## src/rtl/core/dtmf_pkg.sv

```systemverilog
// Shared types and constants of the DTMF Goertzel detector.
// Used by every module under rtl/core; depends on nothing else.
package dtmf_pkg;

	localparam int SAMPLE_W   = 16;
	localparam int STATE_W    = 48;
	localparam int COEF_W     = 16;
	localparam int COEF_FRAC  = 14;
	localparam int NFILT      = 8;
	localparam int NREG       = 8;
	localparam int FIDX_W     = 3;
	localparam int CFG_IDX_W  = 4;
	localparam int MUL_A_W    = COEF_W + STATE_W;
	localparam int PROD_W     = 2 * STATE_W + COEF_W;
	localparam int MAG_W      = 51;
	localparam int RAD_W      = 2 * MAG_W;
	localparam int SUM_W      = MAG_W + 2;
	localparam int RATIO_W    = 17;
	localparam int CONF_W     = 16;
	localparam int DIVD_W     = MAG_W + CONF_W;
	localparam logic [CONF_W-1:0] CONF_THRESHOLD = 16'd26214;

	typedef logic signed [STATE_W-1:0] state_t;
	typedef logic signed [COEF_W-1:0]  coef_t;
	typedef logic [MAG_W-1:0]          mag_t;

	localparam coef_t COEF_RESET [NREG] = '{
		16'sd27980, 16'sd26955, 16'sd25700, 16'sd24219,
		16'sd19073, 16'sd16302, 16'sd13085, 16'sd9316
	};

	typedef struct packed {
		logic signed [SAMPLE_W-1:0] sample;
		logic                       block_end;
	} item_t;

	typedef struct packed {
		logic [3:0]        digit_code;
		logic              digit_valid;
		logic [1:0]        row_index;
		logic [1:0]        col_index;
		logic [CONF_W-1:0] confidence;
	} result_t;

	// Classified sample: last is set for block_end and for an overlong block
	typedef struct packed {
		logic signed [SAMPLE_W-1:0] sample;
		logic                       last;
	} q_item_t;

	typedef struct packed {
		state_t prev;
		state_t prev2;
		coef_t  coef;
	} filt_view_t;

endpackage

```

## src/rtl/core/dtmf_filt.sv

```systemverilog
// Filter bank: coefficient registers, eight Goertzel states and one shared
// 16x48 multiplier stepping through the filters. Depends on dtmf_pkg.
module dtmf_filt import dtmf_pkg::*; (
	input  logic                 clk,
	input  logic                 arst_n,
	input  logic                 cfg_we,
	input  logic [CFG_IDX_W-1:0] cfg_idx,
	input  logic [COEF_W-1:0]    cfg_wdata,
	input  logic                 q_valid,
	input  q_item_t              q_data,
	output logic                 q_pop,
	output logic                 fin_start,
	input  logic [FIDX_W-1:0]    fin_idx,
	input  logic                 fin_done,
	output filt_view_t           view
);

	localparam int ACC2_W = MUL_A_W - COEF_FRAC + 2;

	typedef enum logic [1:0] {F_IDLE, F_RUN, F_DRAIN, F_FIN} filt_state_t;

	filt_state_t                state_q;
	logic [FIDX_W-1:0]          k_q, k_s1, rd_idx;
	logic signed [SAMPLE_W-1:0] x_q, x_s1;
	logic                       last_q, vld_s1, fin_start_q;
	coef_t                      coef_q [NREG];
	state_t                     prev_q [NFILT];
	state_t                     prev2_q [NFILT];
	state_t                     prev_s1, prev2_s1, sat;
	logic signed [MUL_A_W-1:0]  coef_x, prev_x, prod_s1;
	logic signed [ACC2_W-1:0]   sum;
	logic [ACC2_W-STATE_W:0]    hi;

	assign rd_idx     = (state_q == F_FIN) ? fin_idx : k_q;
	assign view.prev  = prev_q[rd_idx];
	assign view.prev2 = prev2_q[rd_idx];
	assign view.coef  = coef_q[rd_idx];
	assign fin_start  = fin_start_q;

	assign q_pop = q_valid & ((state_q == F_IDLE) |
		((state_q == F_RUN) & (k_q == FIDX_W'(NFILT - 1)) & ~last_q));

	assign coef_x = MUL_A_W'(view.coef);
	assign prev_x = MUL_A_W'(view.prev);

	// s = x + floor(c*prev / 2^F) - prev2, saturated to the state width
	assign sum = ACC2_W'(prod_s1 >>> COEF_FRAC) + ACC2_W'(x_s1) - ACC2_W'(prev2_s1);
	assign hi  = sum[ACC2_W-1:STATE_W-1];
	always_comb begin
		if ((&hi) | ~(|hi))
			sat = sum[STATE_W-1:0];
		else
			sat = hi[ACC2_W-STATE_W] ? {1'b1, {(STATE_W-1){1'b0}}} : {1'b0, {(STATE_W-1){1'b1}}};
	end

	always_ff @(posedge clk or negedge arst_n) begin
		if (!arst_n) begin
			state_q     <= F_IDLE;
			k_q         <= '0;
			last_q      <= 1'b0;
			vld_s1      <= 1'b0;
			fin_start_q <= 1'b0;
		end else begin
			vld_s1      <= (state_q == F_RUN);
			fin_start_q <= (state_q == F_DRAIN);
			unique case (state_q)
				F_IDLE: begin
					if (q_valid) begin
						last_q  <= q_data.last;
						k_q     <= '0;
						state_q <= F_RUN;
					end
				end
				F_RUN: begin
					k_q <= k_q + 1'b1;
					if (k_q == FIDX_W'(NFILT - 1)) begin
						if (last_q)
							state_q <= F_DRAIN;
						else if (q_valid)
							last_q <= q_data.last;
						else
							state_q <= F_IDLE;
					end
				end
				F_DRAIN: state_q <= F_FIN;
				F_FIN: begin
					if (fin_done)
						state_q <= F_IDLE;
				end
				default: state_q <= F_IDLE;
			endcase
		end
	end

	always_ff @(posedge clk) begin
		if (q_pop)
			x_q <= q_data.sample;
		prod_s1  <= coef_x * prev_x;
		prev_s1  <= view.prev;
		prev2_s1 <= view.prev2;
		x_s1     <= x_q;
		k_s1     <= k_q;
	end

	always_ff @(posedge clk or negedge arst_n) begin
		if (!arst_n) begin
			for (int i = 0; i < NFILT; i++) begin
				prev_q[i]  <= '0;
				prev2_q[i] <= '0;
			end
		end else if ((state_q == F_FIN) && fin_done) begin
			for (int i = 0; i < NFILT; i++) begin
				prev_q[i]  <= '0;
				prev2_q[i] <= '0;
			end
		end else if (vld_s1) begin
			prev2_q[k_s1] <= prev_s1;
			prev_q[k_s1]  <= sat;
		end
	end

	always_ff @(posedge clk or negedge arst_n) begin
		if (!arst_n) begin
			for (int i = 0; i < NREG; i++)
				coef_q[i] <= COEF_RESET[i];
		end else if (cfg_we && (cfg_idx < CFG_IDX_W'(NREG))) begin
			coef_q[cfg_idx[FIDX_W-1:0]] <= cfg_wdata;
		end
	end

endmodule

```

## config.mk

```make
export PLATFORM = sky130hd
export DESIGN_NAME = dtmf_filt
export DESIGN_NICKNAME = d
export VERILOG_FILES = /design/src/rtl/core/dtmf_pkg.sv /design/src/rtl/core/dtmf_filt.sv
export SDC_FILE = /design/constraint.sdc
export NUM_CORES = 2
export LEC_CHECK = 0
export BUFFER_PORTS_ARGS = -buffer_cell sky130_fd_sc_hd__buf_2
export CORE_ASPECT_RATIO = 1.25
export CORE_MARGIN = 1
export CORE_UTILIZATION = 34
export DETAILED_ROUTE_END_ITERATION = 8
export HOLD_SLACK_MARGIN = 0.15
export PLACE_DENSITY = 0.5
export SLEW_MARGIN = 25
export SYNTH_ARGS = -nofsm -noshare
export SYNTH_HDL_FRONTEND = slang
export SYNTH_SLANG_ARGS = --single-unit
```

## constraint.sdc

```tcl
create_clock -name clk -period 15.7 [get_ports clk]
set_clock_uncertainty 0.05 [all_clocks]
set_input_delay 1.57 -clock clk [delete_from_list [all_inputs] [get_ports clk]]
set_output_delay 1.57 -clock clk [all_outputs]
set_load 0.05 [all_outputs]
```

==> out/metrics.sh <==
OUTCOME='finished clean'
CTS-HTREE-LEVELS=3
FMAXACHIEVABLE_GHz=0.0903
MULTIPLEXER_AREA_FRACTION_AFTER_SYNTHESIS=0.0191
GRTUSAGETOTAL=0.249
ROUTE.MET3.WL_UM=17700
CTS_NUM_SINKS=1085
POST-ROUTE-DRC-COUNT=0
DRIVE_GT1_FRAC=0.0938
FP.COREAREA_MM2=0.224
TIMING.FINAL.MAX_SLEW_VIOLATIONS=0
CRITICAL_PATH.ENDPOINT='prod_s1[57]'
CRITICAL_PATH.REG2REG.STARTPOINT='state_q[0]'
DR_WL_MET2_UM=137000
CP.ARRIVAL_PS=11660
SYN-CELL-AREA_MM2=0.0765
CLOCK_BUFFER_COUNT_FROM_CTS=109
CTS.PATH.MAX_BUFFERS=3
SYNTHSIMPLEGATEAREAFRAC=0.211
R2R_WORST_PATH_DEPTH=35
HOLD_SLACK_PS=290
MAX_STAGE_DELAY_PS=890
MIN_PATH_TYPE='reg -> reg'
VIA_PER_INST=5.27
POST_SYNTH_XOR_AREA_FRACTION=0.0121
CRIT_PATH_END_KIND='register'
RR_ENDPOINT='prod_s1[57]'
MULTI_INPUT_AREA_MM2=0.0443
MAPPEDNETLISTNETS=9959
SEQCELLAREA_MM2=0.0265
HOLDPATHSTAGES=0
YOSYS.AREA_SHARE.ADDER=0.231
CLOCK_INSERTION_DELAY_WORST_SKEW_PS=760
INITIAL_ANTENNA_VIOLATION_COUNT=16
ROUTED-VIA-COUNT=62300
SYNTH_CELLS=8958
IOS=159
HPWL_UM=184000
TRITONCTS='done'
DIEAREA_MM2=0.227
CPMOSTUSEDCELL='sky130_fd_sc_hd__fa_1'
FINAL-HOLD-VIOLATION-COUNT=0
FINALWORSTPATHREQUIREDPERIOD_PS=11080
GLOBAL_ROUTE_WIRE_LENGTH_BEFORE_REPAIR_UM=423000
R2R_SLACK_PS=4650
CRITPATHREQUIREDTIME_PS=16280
LAYOUT_COMMONEST_CELL='sky130_fd_sc_hd__nand2_1'
CRITICAL_PATH.SLOWEST_CELL='sky130_fd_sc_hd__buf_4'
FRACTION_OF_THE_MAPPED_NETLIST_AREA_IN_COMPOUND_GATES=0.0991
CTS.CLK_SLEW.WORST_PATHS_PS=60
ROWS=194
PORT_BUFFERS=158
DIE_WIDTH_UM=426
ROOT_BUFFER='sky130_fd_sc_hd__clkbuf_16'
ANTENNA_VIOLATING_NETS_POST_ROUTE=0
WORST_SETUP_PATH_STARTPOINT='fin_idx[0]'
FINALNETCOUNT=9780
NUMBER_OF_GLOBAL_ROUTE_VIAS_BEFORE_REPAIR=64100
FLOW.AREA_GROWTH_FROM_SYNTHESIS_PCT=9.74
FINAL.PERIOD_UTILIZATION=0.706
MOST-COMMON-LAYOUT-CELLS='sky130_fd_sc_hd__nand2_1, sky130_fd_sc_hd__inv_1, sky130_fd_sc_hd__dfrtp_1, sky130_fd_sc_hd__fa_1, sky130_fd_sc_hd__nand3_1'
ROUTEDWLPERCELL_UM=23.9
YS_SEQ_AREA_FRAC=0.346
SLEW_HEADROOM=0.168
SYNTH.YOSYS.WARNINGS=0
GLOBALROUTEOVERFLOWTOTAL=0
POSTCTSSETUPREPAIRBUFS=0
SYNTH-ASYNC-RESET-RATIO=0.833
WL_UM=282000
PLACE_CONGESTION=0.905
INITIAL_UTILIZATION=0.342
POSTSYNTH.TOPFLOPCELL='sky130_fd_sc_hd__dfrtp_1'
DRV.MAX_CAP_VIOLATION_COUNT=0
CTSHOLDBUFFERS=0
POST_SYNTH_NUM_CELL_TYPES=91
PATH_CLASS='in -> reg'
FINALSETUPVIOLCOUNT=0
POST_CTS_RESIZED=0
SYNTH_ENABLE_FLOP_CELLS=16
SYNTH_TOP_FAMILY_BY_AREA='adder cells'
DIE-HEIGHT_UM=532
WORST_SETUP_PATH_START_KIND='primary input'
INITIALDRTVIOLATIONCOUNT=5255
ROUTEDLENGTHMET1_UM=116000
TOP_LAYER='met5'
FILLERS=22900
SETUP_REPAIR_AFTER_GLOBAL_ROUTING_MISSED_ITS_MARGIN='no'
WORST_PIN_SLEW_PS=1250
GRT_START_MAX_NET_PINS=148
CRIT_FANOUT=144
YS_FF_LATCH=1085
SYNTH.AVG_CELL_AREA_UM2=8.54
TOTALNEGATIVESETUPSLACK_PS=0
DRT_PRE_ANTENNA_ITERS=6
-- critical path: cells and delay by family --
family,cells,cell delay (ps)
fa+ha+maj,7,3340
compound gates,13,3240
buf+inv,8,1950
simple gates,5,930
-- logic make-up (layout without fill, tap and decap cells) --
family / after synthesis / count (layout)
AOI/OAI and AO/OA: 1323 / 1323
other: 0 / 5
DFF: 1085 / 1085
and+or+nand+nor: 3753 / 3753
buffers and inverters: 1605 / 1521
adders and majority gates: 956 / 956
muxes: 130 / 130
xor gates and xnor gates: 106 / 106
-- synthesized netlist by cell type (all sizes together), types with 4 or more instances --
library cell | count | area share
nand2 | 2616 | 0.13
inv | 1011 | 0.050
dfrtp | 843 | 0.28
fa | 759 | 0.20
nand3 | 567 | 0.037
a21oi | 559 | 0.037
o21ai | 491 | 0.032
clkbuf | 452 | 0.022
nor2 | 223 | 0.016
and2 | 213 | 0.017
ha | 197 | 0.032
dfxtp | 165 | 0.043
buf | 139 | 0.010
mux2 | 129 | 0.019
a22o | 71 | 0.0081
xnor2 | 65 | 0.0074
a21o | 61 | 0.0060
dfstp | 61 | 0.021
xor2 | 41 | 0.0047
o21bai | 29 | 0.0030
nand4 | 27 | 0.0024
o21a | 22 | 0.0022
nor3 | 21 | 0.0014
a31oi | 20 | 0.0016
nand2b | 20 | 0.0016
a211oi | 16 | 0.0016
edfxtp | 16 | 0.0063
and3 | 14 | 0.0011
nor2b | 13 | 0.0011
or2 | 13 | 0.0011
a221o | 7 | 0.00092
a221oi | 7 | 0.0013
nor4 | 6 | 0.00049
and4 | 5 | 0.00057
or3 | 5 | 0.00041
a31o | 4 | 0.00046
nor3b | 4 | 0.00039
o211ai | 4 | 0.00046
-- state kept, by name (all words and copies together), names as in the netlist, 3 cells and up, named ones only --
name / count
prev2_s1: 48
prev2_q: 384
k_q: 3
prev_q: 384
prev_s1: 48
x_s1: 16
coef_q: 128
prod_s1: 50
x_q: 16
k_s1: 3
-- cell type report --
cell class	instances	share of cell area
antenna	5	0.000149
inverter	1014	0.0453
multi-input combinational	6268	0.527
clock inverter	42	0.00509
clock buffer	164	0.0388
sequential	1085	0.315
tap	2940	0.0438
timing repair buffer	301	0.0241
-- per-stage QoR --
stage	std cells	setup slack [ps]	cell area, um2	util
detailed placement	11600	4150	80300	0.359
global placement	11600	4230	80200	0.359
global route	11800	4090	84000	0.376
finish	11800	4620	84000	0.376
floorplan	8958	5350	76500	-
CTS	11800	4790	84000	0.376
-- worst min path at each step --
stage | endpoint | startpoint | slack (ps)
finish | x_s1[4] | x_q[4] | 290
floorplan | x_s1[0] | x_q[0] | 270
CTS | x_s1[4] | x_q[4] | 290
global placement | x_s1[1] | x_q[1] | 280
global route | x_s1[4] | x_q[4] | 300
detailed placement | x_s1[4] | x_q[4] | 280
-- per-layer routing --
metal  track usage  vias up
li1              -    27700
met1         0.321    32000
met2         0.418     2175
met3        0.0355      489
met4        0.0953        6
met5             0        -
Power is left out: the tool's default activity adds up to more than one toggle a clock period on the data nets, which glitch-free logic cannot reach.
