--- src/rtl/core/dtmf_pkg.sv ---
// Shared types and constants of the DTMF Goertzel detector.
// Used by every module under rtl/core; depends on nothing else.
package dtmf_pkg;

	localparam int SAMPLE_W   = 16;
	localparam int STATE_W    = 48;
	localparam int COEF_W     = 16;
	localparam int COEF_FRAC  = 14;
	localparam int NFILT      = 8;
	localparam int NREG       = 8;
	localparam int FIDX_W     = 3;
	localparam int CFG_IDX_W  = 4;
	localparam int MUL_A_W    = COEF_W + STATE_W;
	localparam int PROD_W     = 2 * STATE_W + COEF_W;
	localparam int MAG_W      = 51;
	localparam int RAD_W      = 2 * MAG_W;
	localparam int SUM_W      = MAG_W + 2;
	localparam int RATIO_W    = 17;
	localparam int CONF_W     = 16;
	localparam int DIVD_W     = MAG_W + CONF_W;
	localparam logic [CONF_W-1:0] CONF_THRESHOLD = 16'd26214;

	typedef logic signed [STATE_W-1:0] state_t;
	typedef logic signed [COEF_W-1:0]  coef_t;
	typedef logic [MAG_W-1:0]          mag_t;

	localparam coef_t COEF_RESET [NREG] = '{
		16'sd27980, 16'sd26955, 16'sd25700, 16'sd24219,
		16'sd19073, 16'sd16302, 16'sd13085, 16'sd9316
	};

	typedef struct packed {
		logic signed [SAMPLE_W-1:0] sample;
		logic                       block_end;
	} item_t;

	typedef struct packed {
		logic [3:0]        digit_code;
		logic              digit_valid;
		logic [1:0]        row_index;
		logic [1:0]        col_index;
		logic [CONF_W-1:0] confidence;
	} result_t;

	// Classified sample: last is set for block_end and for an overlong block
	typedef struct packed {
		logic signed [SAMPLE_W-1:0] sample;
		logic                       last;
	} q_item_t;

	typedef struct packed {
		state_t prev;
		state_t prev2;
		coef_t  coef;
	} filt_view_t;

endpackage

--- src/rtl/core/dtmf_front.sv ---
// Front end: takes samples, marks block ends (explicit or overlong) and
// queues them two deep for the filter bank. Depends on dtmf_pkg.
module dtmf_front import dtmf_pkg::*; #(
	parameter int MAX_BLOCK = 256
) (
	input  logic    clk,
	input  logic    arst_n,
	input  logic    start,
	output logic    busy,
	input  item_t   item,
	output logic    q_valid,
	output q_item_t q_data,
	input  logic    q_pop
);

	localparam int CNT_W = $clog2(MAX_BLOCK);

	q_item_t          mem_q [2];
	logic             wr_ptr_q, rd_ptr_q;
	logic [1:0]       fill_q;
	logic [CNT_W-1:0] cnt_q;
	logic             accept, last;

	assign busy    = (fill_q == 2'd2);
	assign accept  = start & ~busy;
	assign last    = item.block_end | (cnt_q == CNT_W'(MAX_BLOCK - 1));
	assign q_valid = (fill_q != 2'd0);
	assign q_data  = mem_q[rd_ptr_q];

	always_ff @(posedge clk or negedge arst_n) begin
		if (!arst_n) begin
			wr_ptr_q <= 1'b0;
			rd_ptr_q <= 1'b0;
			fill_q   <= 2'd0;
			cnt_q    <= '0;
		end else begin
			if (accept) begin
				wr_ptr_q <= ~wr_ptr_q;
				cnt_q    <= last ? '0 : cnt_q + 1'b1;
			end
			if (q_pop)
				rd_ptr_q <= ~rd_ptr_q;
			fill_q <= fill_q + 2'(accept) - 2'(q_pop);
		end
	end

	always_ff @(posedge clk) begin
		if (accept)
			mem_q[wr_ptr_q] <= '{sample: item.sample, last: last};
	end

endmodule

--- config.mk ---
export PLATFORM = sky130hd
export DESIGN_NAME = dtmf_front
export DESIGN_NICKNAME = d
export VERILOG_FILES = /design/src/rtl/core/dtmf_pkg.sv /design/src/rtl/core/dtmf_front.sv
export SDC_FILE = /design/constraint.sdc
export NUM_CORES = 1
export LEC_CHECK = 0
export ABC_CLOCK_PERIOD_IN_PS = 2600
export BUFFER_PORTS_ARGS = -buffer_cell sky130_fd_sc_hd__buf_2
export CELL_PAD_IN_SITES_DETAIL_PLACEMENT = 1
export CELL_PAD_IN_SITES_GLOBAL_PLACEMENT = 1
export CORE_MARGIN = 2
export CORE_UTILIZATION = 44
export CTS_CLUSTER_SIZE = 30
export DETAILED_ROUTE_END_ITERATION = 6
export GPL_TIMING_DRIVEN = 0
export MAX_ROUTING_LAYER = met4
export PLACE_DENSITY = 0.83
export SETUP_SLACK_MARGIN = 0.02
export SLEW_MARGIN = 0
export SYNTH_ARGS = -nofsm -noshare
export SYNTH_HDL_FRONTEND = slang
export SYNTH_SLANG_ARGS = --single-unit
--- constraint.sdc ---
create_clock -name clk -period 2.6 [get_ports clk]
set_input_delay 0.52 -clock clk [delete_from_list [all_inputs] [get_ports clk]]
set_output_delay 0.52 -clock clk [all_outputs]
set_load 0.01 [all_outputs]
==> results of run 1 <==
## final cells by class
cell class / instances / area share, %
Buffer: 4 / 0.8427
Clock buffer: 5 / 3.090
Clock inverter: 3 / 0.7303
Inverter: 5 / 0.8427
Multi-Input combinational cell: 65 / 23.60
Sequential cell: 46 / 59.33
Tap cell: 50 / 2.809
Timing Repair Buffer: 39 / 8.764
## flip-flops by register name, indices dropped and copies added, names as in the netlist
name      cells
rd_ptr_q      1
cnt_q         8
fill_q        2
mem_q        34
wr_ptr_q      1
## metal layers
layer  vias to the layer above  share of wire [%]
li1                        543                  -
met1                       568                 38
met2                        29                 55
met3                         9                4.3
met4                         0                2.0
met5                         -                  0
## synth_stat cells, drive strengths merged
| cell | n | area [sq um] |
|---|---|---|
| buf | 3 | 15.01 |
| o21ai | 8 | 40.03 |
| ha | 3 | 37.54 |
| edfxtp | 34 | 1021 |
| inv | 5 | 18.76 |
| mux2 | 17 | 191.4 |
| nand3 | 2 | 10.01 |
| or4 | 3 | 22.52 |
| a31oi | 2 | 27.53 |
| o31ai | 1 | 7.510 |
| clkbuf | 1 | 3.750 |
| nand4b | 1 | 8.760 |
| nand2b | 1 | 6.260 |
| nand2 | 6 | 22.52 |
| nand3b | 1 | 7.510 |
| and4 | 1 | 8.760 |
| or3b | 2 | 17.52 |
| and3 | 2 | 22.52 |
| or2 | 1 | 6.260 |
| a21oi | 3 | 15.01 |
| xnor2 | 3 | 26.28 |
| nor2 | 4 | 15.01 |
| xor2 | 1 | 8.760 |
| nor2b | 1 | 6.260 |
| nor3 | 1 | 5.000 |
| a21o | 1 | 7.510 |
| dfrtp | 12 | 300.3 |
## worst reg2reg max path: cells and delay by family, from the launching register on
kind,cells,cell delay (ps)
AND/OR/NAND/NOR,3,960
buffers and inverters,2,390
flip-flops,1,400
## metrics by stage
step,setup WS [ps],power [mW],hold slack [ps],std cells
6_report,201.7,2.194,86.03,217
5_1_grt,21.77,2.336,95.51,217
4_1_cts,21.64,2.228,89.65,217
3_5_place_dp,39.48,1.800,420.7,209
3_3_place_gp,136.4,1.750,410.9,209
2_1_floorplan,468.6,1.536,224.4,120
## power groups by stage
stage          clock network (mW)  logic (mW)  registers, mW
3_5_place_dp                    0       0.701           1.10
6_report                    0.420       0.695           1.08
2_1_floorplan                   0       0.468           1.07
5_1_grt                     0.461       0.773           1.10
3_3_place_gp                    0       0.669           1.08
4_1_cts                     0.437       0.707           1.08
## cells by family after synthesis
kind of cell	Yosys count	synth area share, %
fa+ha+maj	3	1.998
flops	46	70.31
simple gates	26	8.456
compound gates	15	5.193
xor+xnor	4	1.865
buf+inv	9	1.996
mux	17	10.19
## worst max path at each step
stage,startpoint,end,slack (ps),depth (start not counted)
3_3_place_gp,fill_q[1],mem_q[1][1],140,5
6_report,rd_ptr_q,q_data[9],200,4
5_1_grt,rd_ptr_q,q_data[11],20,4
4_1_cts,fill_q[1],mem_q[1][1],20,5
3_5_place_dp,fill_q[1],mem_q[1][1],40,5
2_1_floorplan,fill_q[1],mem_q[1][0],470,5
==> out/metrics.cfg, run 1 <==
[clock_tree]
cts_buffer_depth=2
ctsHoldBuffers=0
cts-root-buf=clkbuf_8
cts_tree=built
cts.sinks=46
ctsResizeCount=0
postCtsSetupBuffers=0
clk_pin_slew_worst_paths_ps=80
cts.htree.levels=2
numCtsBuffers=5
clkLatencyLatePin_ps=300

[global_route]
overflow=0
grt_util_met1_pct=16.84
grt_pass1_wl_microns=6065
grt_busiest_layer=met2
grt_pass1_vias=1324
track_usage_pct=17.30
antenna_found_initial=0
grt_max_degree=18
met3_usage_pct=5.523
use_met2_pct=31.62

[route]
routedWlPerCell_microns=16.97
drc=0
avgViaCountPerCell=5.295
routed_wl_microns=3683
ant_nets=0
first_iter_violations=60
vias=1149
dr.pass1.iters=2

[final_layout]
fillers=420
final_common_cell=buf_2
syn_to_final_growth_pct=18.51
final_area_sq_mm=0.002227
multi_input_area_sq_um=525.5
postLayoutCoreUtil_pct=54.89
regArea_sq_mm=0.001321
final_cell_mix=buf_2 (42), edfxtp_1 (34), mux2_2 (17)
antenna_cells=0
fin_nets=190
layout-drive-gt1-share_pct=43.71

[die]
std_cell_rows=23
ios=40
die_height_microns=69.36
core_area_sq_mm=0.004058
initial_core_util_pct=46.32
die_area_sq_mm=0.004810
die_x_microns=69.36

[timing]
tightest_slew_ps=876.3
timing.final.hold_violations=0
fin_tns_setup_ps=0
setup_viol=0
max_freq_mhz=417.0
relSlewSlack_pct=41.52
finClkSkew_ps=5.330
rsz0062_at_grt=no
slew_viol_final=0
fin_crit_ps=2398
period_share_pct=92.24

[power]
combPwrFrac_pct=31.7
p_leak_nw=0.8689
swShare_pct=31.74
powerDensity_mw_per_mm2=985.2
peakVddDrop_uv=543.1
p_int_mw=1.498
switchingPower_uw=696.5
seqPwrFrac_pct=49.2
p_clk_share_pct=19.1

[worst_setup_path]
crit_required_ps=2080
critPathLaunchType=register
crit_path_frequent_cell=buf_2
reg2reg_slack_ps=480
cp-end-kind=output pin
worstRegToRegCells=5
crit_buf_inv=3
crit_arrival_ps=1880
cp_top_family=buffers and inverters
r2r-start=fill_q[1]
cp_max_fo=10
crit_slowest_cell=clkbuf_1
max_stage_delay_ps=380
path_class=register to output pin
crit_chain=clkbuf_1 -> buf_2 -> mux2_2 -> buf_2
r2r-end=mem_q[1][1]

[synth]
ys_seq_area_share_pct=70.31
postSynthAreaPerCell_sq_um=15.66
syn_inst=120
synthesis.area_sq_mm=0.001879
synth_nets=144
yosysUniqueCellTypes=30
yosys_register_bits=46
ys_warn_count=0

[run]
cap_violations=0

[place]
io_buffers=39
gp_congestion=0.8024
postPlaceCellArea_sq_mm=0.002137
detailed_place_hpwl_microns=2646

[outcome]
status=complete, no violations

[hold_path]
hold_path_class=input pin to async pin

Note: power is estimated with default switching activity, not from simulation.
==> inputs of run 2 (changes only) <==
--- a/config.mk
+++ b/config.mk
@@ -9,7 +9,7 @@
 export BUFFER_PORTS_ARGS = -buffer_cell sky130_fd_sc_hd__buf_2
 export CELL_PAD_IN_SITES_DETAIL_PLACEMENT = 1
 export CELL_PAD_IN_SITES_GLOBAL_PLACEMENT = 1
-export CORE_MARGIN = 2
+export CORE_MARGIN = 8
 export CORE_UTILIZATION = 44
 export CTS_CLUSTER_SIZE = 30
 export DETAILED_ROUTE_END_ITERATION = 6
==> out/metrics.cfg, run 2 (same netlist as run 1, synthesis figures left out) <==
[final_layout]
postLayoutCoreUtil_pct=55.01
largest_reg_flops=34
syn_to_final_growth_pct=18.77
final_cell_mix=buf_2 (42), edfxtp_1 (34), mux2_2 (17)
layout-drive-gt1-share_pct=44.31
antenna_cells=0
final_common_cell=buf_2
regMostFlops=mem_q
top_regs=mem_q x34, cnt_q x8, fill_q x2
fin_nets=190

[place]
detailed_place_hpwl_microns=2998
io_buffers=39
gp_congestion=0.8668

[clock_tree]
numCtsBuffers=5
cts_buffer_depth=2
ctsHoldBuffers=0
postCtsSetupBuffers=0
cts.htree.levels=2
cts_tree=built
cts-root-buf=clkbuf_8
clk_pin_slew_worst_paths_ps=90
clkLatencyLatePin_ps=300
cts.sinks=46

[timing]
slew_viol_final=0
tightest_slew_ps=904.4
max_freq_mhz=415.6
fin_crit_ps=2406
period_share_pct=92.55
setup_viol=0
relSlewSlack_pct=39.64
rsz0062_at_grt=no
timing.final.hold_violations=0
fin_tns_setup_ps=0
finClkSkew_ps=6.609

[die]
die_height_microns=81.36
die_x_microns=81.36
core_area_sq_mm=0.004058
std_cell_rows=23
ios=40
die_area_sq_mm=0.006619
initial_core_util_pct=46.32

[worst_setup_path]
critPathLaunchType=register
crit_required_ps=2080
crit_arrival_ps=1890
cp-end-kind=output pin
cp_max_fo=10
path_class=register to output pin

[route]
dr.pass1.iters=4
routed_wl_microns=4039
first_iter_violations=84
vias=1154
avgViaCountPerCell=5.318
drc=0
ant_nets=0
routedWlPerCell_microns=18.61

[outcome]
status=complete, no violations

[global_route]
track_usage_pct=13.80
overflow=0
met3_usage_pct=4.525
antenna_found_initial=0
use_met2_pct=22.99
grt_util_met1_pct=14.87
grt_max_degree=18
grt_pass1_wl_microns=6596
grt_pass1_vias=1313
grt_busiest_layer=met2

[power]
total_power_mw=2.225
peakVddDrop_uv=496.3
p_leak_nw=0.8714
powerDensity_mw_per_mm2=996.6

[run]
cap_violations=0

[hold_path]
hold_path_class=input pin to async pin

-- run 2: cell counts in the layout (fill, tap and decap cells not counted) --
No cell type changed its count.
-- run 2: critical path, cell delays in order (launching register included) --
cell,delay (ps)
dfrtp_1,330
clkbuf_1,380
buf_2,360
mux2_2,380
buf_2,140
-- run 2: cell type report --
class	count	area, sq um
buffer	4	18.77
clock buffer	5	68.82
clock inverter	3	21.27
fill	420	1826
inverter	5	18.77
multi-input combinational	65	525.5
sequential	46	1321
tap	50	62.56
timing repair buffer	39	195.2
-- run 2: where the power goes --
group / total (mW) / switching [mW] / internal (mW) / leakage [nW]
combinational: 0.709 / 0.388 / 0.321 / 0.357
clock: 0.433 / 0.244 / 0.189 / 0.0441
sequential: 1.08 / 0.0884 / 0.994 / 0.470
total: 2.22 / 0.721 / 1.50 / 0.871
-- run 2: per-layer routing --
| layer | part of all wire (%) | wire length, microns |
|---|---|---|
| met4 | 1.8 | 73 |
| met2 | 52 | 2096 |
| met3 | 5.3 | 213 |
| met5 | 0 | 0 |
| met1 | 41 | 1656 |
-- run 2: through the flow --
| stage | hold WS, ps | worst slack, ps | cell area [sq um] | cells |
|---|---|---|---|---|
| after CTS | 94.58 | 120.6 | 2232 | 217 |
| final | 91.19 | 193.8 | 2232 | 217 |
| after global placement | 415.6 | 98.12 | 2137 | 209 |
| after global routing | 97.80 | 30.92 | 2232 | 217 |
| after detailed placement | 421.4 | -3.791 | 2137 | 209 |
| after floorplan | 224.4 | 468.6 | 1879 | 120 |
-- run 2: final timing paths --
kind                           endpoint  slack (ps)      start  cells past startpoint
min reg2reg                   fill_q[1]         500  fill_q[1]                      1
min                            cnt_q[6]          90     arst_n                      1
min in group clk           mem_q[0][11]         400   item[11]                      1
max in group asynchronous     fill_q[1]        2280     arst_n                      1
max reg2reg                 mem_q[0][9]         450  fill_q[1]                      5
max                           q_data[9]         190   rd_ptr_q                      4
-- run 2: repair_timing --
action	in CTS	in global routing
endpoints found under the setup margin	34	0
endpoints found under the hold margin	0	0
resized for setup	2	0
