===== src/rtl/core/dtmf_pkg.sv =====
// Shared types and constants of the DTMF Goertzel detector.
// Used by every module under rtl/core; depends on nothing else.
package dtmf_pkg;

	localparam int SAMPLE_W   = 16;
	localparam int STATE_W    = 48;
	localparam int COEF_W     = 16;
	localparam int COEF_FRAC  = 14;
	localparam int NFILT      = 8;
	localparam int NREG       = 8;
	localparam int FIDX_W     = 3;
	localparam int CFG_IDX_W  = 4;
	localparam int MUL_A_W    = COEF_W + STATE_W;
	localparam int PROD_W     = 2 * STATE_W + COEF_W;
	localparam int MAG_W      = 51;
	localparam int RAD_W      = 2 * MAG_W;
	localparam int SUM_W      = MAG_W + 2;
	localparam int RATIO_W    = 17;
	localparam int CONF_W     = 16;
	localparam int DIVD_W     = MAG_W + CONF_W;
	localparam logic [CONF_W-1:0] CONF_THRESHOLD = 16'd26214;

	typedef logic signed [STATE_W-1:0] state_t;
	typedef logic signed [COEF_W-1:0]  coef_t;
	typedef logic [MAG_W-1:0]          mag_t;

	localparam coef_t COEF_RESET [NREG] = '{
		16'sd27980, 16'sd26955, 16'sd25700, 16'sd24219,
		16'sd19073, 16'sd16302, 16'sd13085, 16'sd9316
	};

	typedef struct packed {
		logic signed [SAMPLE_W-1:0] sample;
		logic                       block_end;
	} item_t;

	typedef struct packed {
		logic [3:0]        digit_code;
		logic              digit_valid;
		logic [1:0]        row_index;
		logic [1:0]        col_index;
		logic [CONF_W-1:0] confidence;
	} result_t;

	// Classified sample: last is set for block_end and for an overlong block
	typedef struct packed {
		logic signed [SAMPLE_W-1:0] sample;
		logic                       last;
	} q_item_t;

	typedef struct packed {
		state_t prev;
		state_t prev2;
		coef_t  coef;
	} filt_view_t;

endpackage


===== src/rtl/core/dtmf_fin.sv =====
// Block-end engine: power, square root, row/column pick, ratios and
// confidence; power, root and ratios on bit-serial units. Depends on dtmf_pkg.
module dtmf_fin import dtmf_pkg::*; (
	input  logic              clk,
	input  logic              arst_n,
	input  logic              start,
	input  filt_view_t        view,
	output logic [FIDX_W-1:0] idx,
	output logic              done,
	output logic              result_valid,
	output result_t           result
);

	typedef enum logic [3:0] {
		S_IDLE, S_LD, S_MUL, S_COL, S_PWR, S_SQ, S_ACC, S_DIV, S_CONF, S_OUT
	} fin_state_t;

	fin_state_t                state_q;
	logic [FIDX_W-1:0]         k_q;
	logic [1:0]                step_q;
	logic [6:0]                cnt_q;
	state_t                    r1_q, r2_q;
	coef_t                     c_q;
	logic [PROD_W-1:0]         ma_q, acc_q;
	logic [STATE_W-1:0]        mb_q;
	logic                      neg_q;
	logic signed [PROD_W-1:0]  prod, sq_q, pw_q;
	logic [RAD_W-1:0]          rad_q;
	logic [MAG_W+2:0]          rem_q, sq_rem, trial;
	mag_t                      root_q, brm_q, bcm_q;
	logic [1:0]                best_row_q, best_col_q;
	logic [SUM_W-1:0]          row_sum_q, col_sum_q, dr_q;
	logic [DIVD_W-1:0]         dn_q;
	logic [SUM_W:0]            drem_q, d_rem;
	logic                      d_ge, div_col_q, valid_q;
	logic [RATIO_W-1:0]        qt_q, q_next, rq_q;
	logic [2*RATIO_W-1:0]      cp_q;
	logic [RATIO_W:0]          conf_sh;
	logic [CONF_W-1:0]         conf;
	result_t                   result_q;

	function automatic logic [MUL_A_W-1:0] abs_a(input logic signed [MUL_A_W-1:0] a);
		return a[MUL_A_W-1] ? -a : a;
	endfunction

	function automatic logic [STATE_W-1:0] abs_b(input state_t b);
		return b[STATE_W-1] ? -b : b;
	endfunction

	assign idx          = k_q;
	assign done         = valid_q;
	assign result_valid = valid_q;
	assign result       = result_q;

	assign prod   = neg_q ? -acc_q : acc_q;
	assign sq_rem = {rem_q[MAG_W:0], rad_q[RAD_W-1 -: 2]};
	assign trial  = {1'b0, root_q, 2'b01};
	assign d_rem  = {drem_q[SUM_W-1:0], dn_q[DIVD_W-1]};
	assign d_ge   = d_rem >= {1'b0, dr_q};
	assign q_next = {qt_q[RATIO_W-2:0], d_ge};

	assign conf_sh = cp_q[2*RATIO_W-1:CONF_W];
	assign conf    = (|conf_sh[RATIO_W:CONF_W]) ? {CONF_W{1'b1}} : conf_sh[CONF_W-1:0];

	always_ff @(posedge clk or negedge arst_n) begin
		if (!arst_n) begin
			state_q <= S_IDLE;
			valid_q <= 1'b0;
			k_q     <= '0;
		end else begin
			valid_q <= 1'b0;
			unique case (state_q)
				S_IDLE: begin
					k_q       <= '0;
					row_sum_q <= '0;
					col_sum_q <= '0;
					if (start)
						state_q <= S_LD;
				end
				S_LD: begin
					r1_q   <= view.prev;
					r2_q   <= view.prev2;
					c_q    <= view.coef;
					ma_q   <= PROD_W'(abs_a(MUL_A_W'(view.prev)));
					mb_q   <= abs_b(view.prev);
					neg_q  <= 1'b0;
					acc_q  <= '0;
					cnt_q  <= '0;
					step_q <= 2'd0;
					state_q <= S_MUL;
				end
				S_MUL: begin
					if (mb_q[0])
						acc_q <= acc_q + ma_q;
					ma_q  <= ma_q << 1;
					mb_q  <= mb_q >> 1;
					cnt_q <= cnt_q + 1'b1;
					if (cnt_q == 7'(STATE_W - 1))
						state_q <= S_COL;
				end
				S_COL: begin
					// collect the product, then set up the next one or, after the last, form the power
					acc_q  <= '0;
					cnt_q  <= '0;
					step_q <= step_q + 1'b1;
					state_q <= S_MUL;
					case (step_q)
						2'd0: begin
							sq_q  <= prod;
							ma_q  <= PROD_W'(abs_a(MUL_A_W'(r2_q)));
							mb_q  <= abs_b(r2_q);
							neg_q <= 1'b0;
						end
						2'd1: begin
							sq_q  <= sq_q + prod;
							ma_q  <= PROD_W'(abs_a(MUL_A_W'(c_q)));
							mb_q  <= abs_b(r1_q);
							neg_q <= c_q[COEF_W-1] ^ r1_q[STATE_W-1];
						end
						2'd2: begin
							ma_q  <= PROD_W'(abs_a(prod[MUL_A_W-1:0]));
							mb_q  <= abs_b(r2_q);
							neg_q <= prod[MUL_A_W-1] ^ r2_q[STATE_W-1];
						end
						default: begin
							pw_q    <= (sq_q <<< COEF_FRAC) - prod;
							state_q <= S_PWR;
						end
					endcase
				end
				S_PWR: begin
					rad_q   <= pw_q[PROD_W-1] ? '0 : RAD_W'(pw_q[PROD_W-1:COEF_FRAC]);
					rem_q   <= '0;
					root_q  <= '0;
					cnt_q   <= '0;
					state_q <= S_SQ;
				end
				S_SQ: begin
					// one root bit per cycle, two radicand bits in
					rad_q <= rad_q << 2;
					if (sq_rem >= trial) begin
						rem_q  <= sq_rem - trial;
						root_q <= {root_q[MAG_W-2:0], 1'b1};
					end else begin
						rem_q  <= sq_rem;
						root_q <= {root_q[MAG_W-2:0], 1'b0};
					end
					cnt_q <= cnt_q + 1'b1;
					if (cnt_q == 7'(MAG_W - 1))
						state_q <= S_ACC;
				end
				S_ACC: begin
					if (!k_q[2]) begin
						if ((k_q[1:0] == 2'd0) || (root_q > brm_q)) begin
							brm_q      <= root_q;
							best_row_q <= k_q[1:0];
						end
						row_sum_q <= row_sum_q + SUM_W'(root_q);
					end else begin
						if ((k_q[1:0] == 2'd0) || (root_q > bcm_q)) begin
							bcm_q      <= root_q;
							best_col_q <= k_q[1:0];
						end
						col_sum_q <= col_sum_q + SUM_W'(root_q);
					end
					if (k_q == FIDX_W'(NFILT - 1)) begin
						dn_q      <= {brm_q, {CONF_W{1'b0}}};
						dr_q      <= row_sum_q;
						div_col_q <= 1'b0;
						state_q   <= S_DIV;
					end else begin
						state_q <= S_LD;
					end
					k_q   <= k_q + 1'b1;
					drem_q <= '0;
					cnt_q  <= '0;
				end
				S_DIV: begin
					dn_q  <= dn_q << 1;
					qt_q  <= q_next;
					drem_q <= d_ge ? d_rem - {1'b0, dr_q} : d_rem;
					cnt_q <= cnt_q + 1'b1;
					if (cnt_q == 7'(DIVD_W - 1)) begin
						cnt_q  <= '0;
						drem_q <= '0;
						if (!div_col_q) begin
							rq_q      <= (dr_q == '0) ? '0 : q_next;
							dn_q      <= {bcm_q, {CONF_W{1'b0}}};
							dr_q      <= col_sum_q;
							div_col_q <= 1'b1;
						end else begin
							cp_q    <= rq_q * ((dr_q == '0) ? '0 : q_next);
							state_q <= S_CONF;
						end
					end
				end
				S_CONF: begin
					result_q.digit_code  <= {best_row_q, best_col_q};
					result_q.digit_valid <= conf > CONF_THRESHOLD;
					result_q.row_index   <= best_row_q;
					result_q.col_index   <= best_col_q;
					result_q.confidence  <= conf;
					state_q <= S_OUT;
				end
				S_OUT: begin
					valid_q <= 1'b1;
					state_q <= S_IDLE;
				end
				default: state_q <= S_IDLE;
			endcase
		end
	end

`ifndef NO_ASSERTIONS
	a_single_pulse: assert property (@(posedge clk) disable iff (!arst_n)
		result_valid |=> !result_valid) else $error("result strobe longer than one cycle");
	a_code_match: assert property (@(posedge clk) disable iff (!arst_n)
		result_valid |-> result.digit_code == {result.row_index, result.col_index})
		else $error("digit code does not match indices");
	a_valid_thresh: assert property (@(posedge clk) disable iff (!arst_n)
		result_valid |-> result.digit_valid == (result.confidence > CONF_THRESHOLD))
		else $error("digit valid inconsistent with confidence");
	a_start_idle: assert property (@(posedge clk) disable iff (!arst_n)
		start |-> state_q == S_IDLE) else $error("block end while engine busy");
`endif

endmodule


===== config.mk =====
export PLATFORM = sky130hd
export DESIGN_NAME = dtmf_fin
export DESIGN_NICKNAME = d
export VERILOG_FILES = /design/src/rtl/core/dtmf_pkg.sv /design/src/rtl/core/dtmf_fin.sv
export SDC_FILE = /design/constraint.sdc
export NUM_CORES = 2
export LEC_CHECK = 0
export ABC_AREA = 1
export BUFFER_PORTS_ARGS = -buffer_cell sky130_fd_sc_hd__buf_4
export CAP_MARGIN = 25
export CORE_ASPECT_RATIO = 2
export CORE_MARGIN = 2
export CORE_UTILIZATION = 67
export CTS_BUF_LIST = sky130_fd_sc_hd__clkbuf_8
export DETAILED_ROUTE_END_ITERATION = 10
export GPL_ROUTABILITY_DRIVEN = 0
export HOLD_SLACK_MARGIN = 0.02
export PLACE_DENSITY = 0.89
export SETUP_SLACK_MARGIN = 0.5
export SYNTH_ARGS = -nofsm -noshare
export SYNTH_HDL_FRONTEND = slang
export SYNTH_SLANG_ARGS = --single-unit
export TNS_END_PERCENT = 100

===== constraint.sdc =====
create_clock -name clk -period 18.45 [get_ports clk]
set_input_delay 0.9225 -clock clk [delete_from_list [all_inputs] [get_ports clk]]
set_output_delay 0.9225 -clock clk [all_outputs]
set_load 0.03 [all_outputs]

==> results of run 1 <==
cell families after synthesis:
family | synth area share [%]
simple gates | 23.3
buf+inv | 8.89
flops | 35.1
compound gates | 17.0
mux | 0.0106
fa+ha+maj | 12.9
xor+xnor | 2.87
repair_timing:
item | in CTS
resized for setup | 0
endpoints found under the hold margin | 8
hold buffers | 1
per-layer routing:
layer	overflow	global-route usage [%]
met1	4	57.0
met2	145	85.1
met3	9	38.0
met4	138	66.8
met5	1	10.4
through the flow:
step           hold WS (ps)  util (%)  setup WS, ps  cells  area (µm²)
2_1_floorplan           400         -          2290  14284      106000
3_3_place_gp            405      69.7          8890  16326      110000
3_5_place_dp            408      69.7          9640  16332      110000
4_1_cts                 107      72.2          9590  16673      114000
==> summary.md, run 1 <==
| Metric | Value |
|---|---|
| Cells after Synth | 14284 |
| Die H | 568 µm |
| Status | aborted with a tool error |
| CTS Sinks | 1245 |
| Root buf cell | clkbuf_8 |
| GRT overflow | 297 |
| Gr usage total | 61.0% |
| Vias in the first global route | between 100k and 150k |
| Post-synth cell types | 70 |
| Synthesized cell area | 106000 µm² |
| Most common cell in the netlist | nand2_1 |
| Largest net degree at the start of global routing | 147 |
| CTS max path bufs | 4 |
| Syn_nets | 15361 |
| YS warnings | 0 |
| Top cells by area, synth | edfxtp_1, nand2_1, ha_1, inv_1, nor2_1 |
| Cell taking the most area after synthesis | edfxtp_1 |
| Die X-Extent | roughly 290 µm |
| Synth Flop Type | edfxtp_1 |
| Half-perimeter wire length after placement | approximately 320 mm |
| Post-synth ARST share | 0.643% |
| Fail Step | global routing (5_1_grt) |
| Rows | 206 |
| Top-Level Pins | 145 |
| Post-synth EDFFs | around 1200 |
| Tool error | [ERROR GRT-0116] Global routing finished with congestion. Check the congestion regions in the DRC Viewer. |
| I/O Buffers | 144 |
| Post-synthesis sequential area ratio | 35.1% |
| Post-Syn Area per Cell | roughly 7.5 µm² |
| First-pass GRT wire length | 741 mm |
| Setup bufs post-CTS | 0 |
| CTS buffer count | ~190 |
| H-tree Lvls | 4 |
| Most common library cells after synthesis | nand2_1, inv_1, nor2_1 |
| Synth Register Bits | 1245 |
| Initial Util | 67.5% |
| Share of the synthesized area in the top cell type | 34.9% |
==> inputs of run 2 (changes only) <==
--- a/config.mk
+++ b/config.mk
@@ -8,15 +8,11 @@
 export ABC_AREA = 1
 export BUFFER_PORTS_ARGS = -buffer_cell sky130_fd_sc_hd__buf_4
 export CAP_MARGIN = 25
-export CORE_ASPECT_RATIO = 2
 export CORE_MARGIN = 2
-export CORE_UTILIZATION = 67
-export CTS_BUF_LIST = sky130_fd_sc_hd__clkbuf_8
+export CORE_UTILIZATION = 40
 export DETAILED_ROUTE_END_ITERATION = 10
 export GPL_ROUTABILITY_DRIVEN = 0
-export HOLD_SLACK_MARGIN = 0.02
-export PLACE_DENSITY = 0.89
-export SETUP_SLACK_MARGIN = 0.5
+export PLACE_DENSITY_LB_ADDON = 0.15
 export SYNTH_ARGS = -nofsm -noshare
 export SYNTH_HDL_FRONTEND = slang
 export SYNTH_SLANG_ARGS = --single-unit
==> run 2 against run 1 <==
  * The flow now finishes without violations
  * Synthesized cell count unchanged
  * Synthesized area unchanged
==> summary.md, run 2 <==
| Metric | Value |
|---|---|
| Final Core Density | approximately 44% |
| Most common cell after layout, fill and taps aside | nand2_1 |
| Final Hold Fails | 0 |
| P_leak | 48.7 nW |
| Reg clk slew, reported paths | 60 ps |
| Skew-Pair Late Insertion Delay | 900 ps |
| Vias | approximately 100k |
| CTS buffer count | 164 |
| Total power | 20.3 mW |
| Initial antenna violation count | 9 |
| Antenna-violating nets left | 0 |
| Final Setup Violations | 0 |
| H-tree Lvls | 4 |
| Fillers | ~27000 |
| Top-Level Pins | 145 |
| FF-to-FF path depth | 26 |
| Crit path DAT | 8650 ps |
| Hold path depth | 1 |
| DRC marker count from the first detailed-route iteration | 10397 |
| Final worst slack | 10360 ps |
| Die H | 520 µm |
| Vias in the first global route | 95254 |
| Pwr dens | 173 nW/µm² |
| CP Capture Type | flip-flop |
| VDD IR-drop max | approximately 0.12 mV |
| # nets final | 15486 |
| YS warnings | 0 |
| Period utilisation layout | a little over two fifths |
| Share of the synthesized area in the top cell type | 34.9% |
| Slew margin rel. | 25.7% |
| Multi-input gate area | 59800 µm² |
| I/O Buffers | approximately 140 |
| Fraction of layout cells with a size suffix above 1 | 4.89% |
| Vias/cell | 5.54 |
| Post-synth EDFFs | 1237 |
| Die X-Extent | roughly 520 µm |
| Initial Util | approximately 40% |
| Slew Limit Fails | 0 |
| DP Area | 112000 µm² |
| Sequential cell area | ~37000 µm² |
| Final hold slack | 228 ps |
| Die Area | 270000 µm² |
| Final period demand of the worst path | 8090 ps |
| Gr usage total | 28.7% |
| Syn_nets | 15361 |
| CTS max path bufs | 4 |
| Biggest regs | acc_q: 112 flops, ma_q: 112 flops, rad_q: 102 flops |
| Cells after Synth | 14284 |
| Inst Count DP | approximately 18000 |
| Setup bufs post-CTS | 0 |
| Setup TNS | 0 ps |
| Largest net degree at the start of global routing | 147 |
| GRT overflow | 0 |
| Post-synthesis sequential area ratio | 35.1% |
| Post-synth cell types | 70 |
| Sequential share of power | about a quarter |
| Syn-to-layout area delta | 10.0% |
| First-pass GRT wire length | 594 mm |
| Synth Register Bits | ~1200 |
| Critical path's slowest cell | fa_1 |
| Half-perimeter wire length after placement | 322 mm |
| Top cells by area, synth | edfxtp_1, nand2_1, ha_1, inv_1, nor2_1 |
| Internal power | 9.78 mW |
| Kind of critical path | flip-flop to flip-flop |
| Final wirelength | between 300 and 400 mm |
| CP max stage delay | 570 ps |
| Worst hold-check path type | input port to flip-flop |
| Cell mode on critical path | fa_1 |
| Fin area | approximately 120000 µm² |
| Number of max-cap violations | 0 |
| Startpoint Class | flip-flop |
| Most frequent cells in the layout | nand2_1, inv_1, nor2_1 |
| Clock skew | 113 ps |
| Most common cell in the netlist | nand2_1 |
| Clock power frac | roughly 16% |
| Drt wl/cell | 22.1 µm |
| Rows | 189 |
| CTS Sinks | 1245 |
| Combinational share of power | 60.1% |
| Status | completed |
| Core area | 265000 µm² |
| Synthesized cell area | 106000 µm² |
| CP max FO | 17 |
| Post-synth ARST share | less than 1% |
| Most common library cells after synthesis | nand2_1, inv_1, nor2_1 |
| Post-Syn Area per Cell | about 7.5 µm² |
| Cell taking the most area after synthesis | edfxtp_1 |
| Synth Flop Type | edfxtp_1 |
| Worst endpoint required time | 19010 ps |
| F_max | 124 MHz |
| RSZ-0062 raised after global routing | no |
| CTS tree | built |
| Drc violations | 0 |
| Dpl ws | 9390 ps |
| Worst-margin pin slew | 1100 ps |
| Switching share of power | slightly above 50% |
| Switch Pwr | 10.5 mW |
| DR pass1 iterations | 8 |
| Final std cells w/o fill | around 18000 |
| Root buf cell | clkbuf_16 |
-- run 2: cell counts after synthesis --
Identical to the previous run, type by type.
-- run 2: power groups by stage --
stage	clock, mW	combinational [mW]	sequential [mW]
2_1_floorplan	0	8.04	4.64
3_3_place_gp	0	11.8	4.86
3_5_place_dp	0	11.8	4.86
4_1_cts	3.32	11.9	4.81
5_1_grt	3.41	13.4	4.87
6_report	3.26	12.2	4.83
-- run 2: cell families (layout without fill, tap and decap cells) --
family	after synthesis	after routing	synth area share, %
other	0	10	0
DFF	1245	1245	35.1
xor gates and xnor gates	349	349	2.87
muxes	1	1	0.0106
adders and majority gates	962	962	12.9
buffers and inverters	2501	2745	8.89
AOI/OAI and AO/OA	3268	3268	17.0
and+or+nand+nor	5958	5958	23.3
-- run 2: timing repair --
action                                 4_1_cts  5_1_grt
endpoints found under the hold margin        8        0
hold buffers                                 1        0
resized for setup                            0        0
-- run 2: area by class of cell --
cell class	instances	area share, %
inverters	2230	7.15
clock inverters	91	0.812
well taps	3533	3.77
flip-flops and latches	1245	31.9
clock buffers	194	3.71
repair buffers	230	1.55
multi-input cells	10538	51.1
diodes	10	0.0214
-- run 2: per-layer routing --
metal	share of wire, %	track usage (%)	up-vias
met3	7.1	3.26	832
met1	43	39.2	46921
met4	5.0	12.7	0
met2	44	45.6	4119
li1	-	-	48224
met5	0	0	-
-- run 2: path summary, 6_finish.rpt --
| check | from | end | slack [ps] |
|---|---|---|---|
| max in group asynchronous | arst_n | idx[2]$_DFFE_PN0P_ | 17810 |
| worst min-delay path | view[57] | r2_q[41]$_DFFE_PP_ | 230 |
| worst min register to register | best_col_q[1]$_DFFE_PP_ | result[22]$_DFFE_PP_ | 420 |
| worst max register to register | dr_q[1]$_DFFE_PP_ | cp_q[31]$_DFFE_PP_ | 10360 |
| min in group asynchronous | arst_n | state_q[3]$_DFFE_PN0P_ | 480 |
| worst max-delay path | dr_q[1]$_DFFE_PP_ | cp_q[31]$_DFFE_PP_ | 10360 |
-- run 2: worst max-delay path: cells and delay by family, from the launching register on --
family                   cells  cell delay [ps]
adder cells (fa/ha/maj)      7             3450
AND/OR/NAND/NOR              9             2080
AO/OA/AOI/OAI                3              840
buffers and inverters        6              780
flip-flops                   1              430
XOR/XNOR                     1              160
Power figures use the tool's default switching activity.
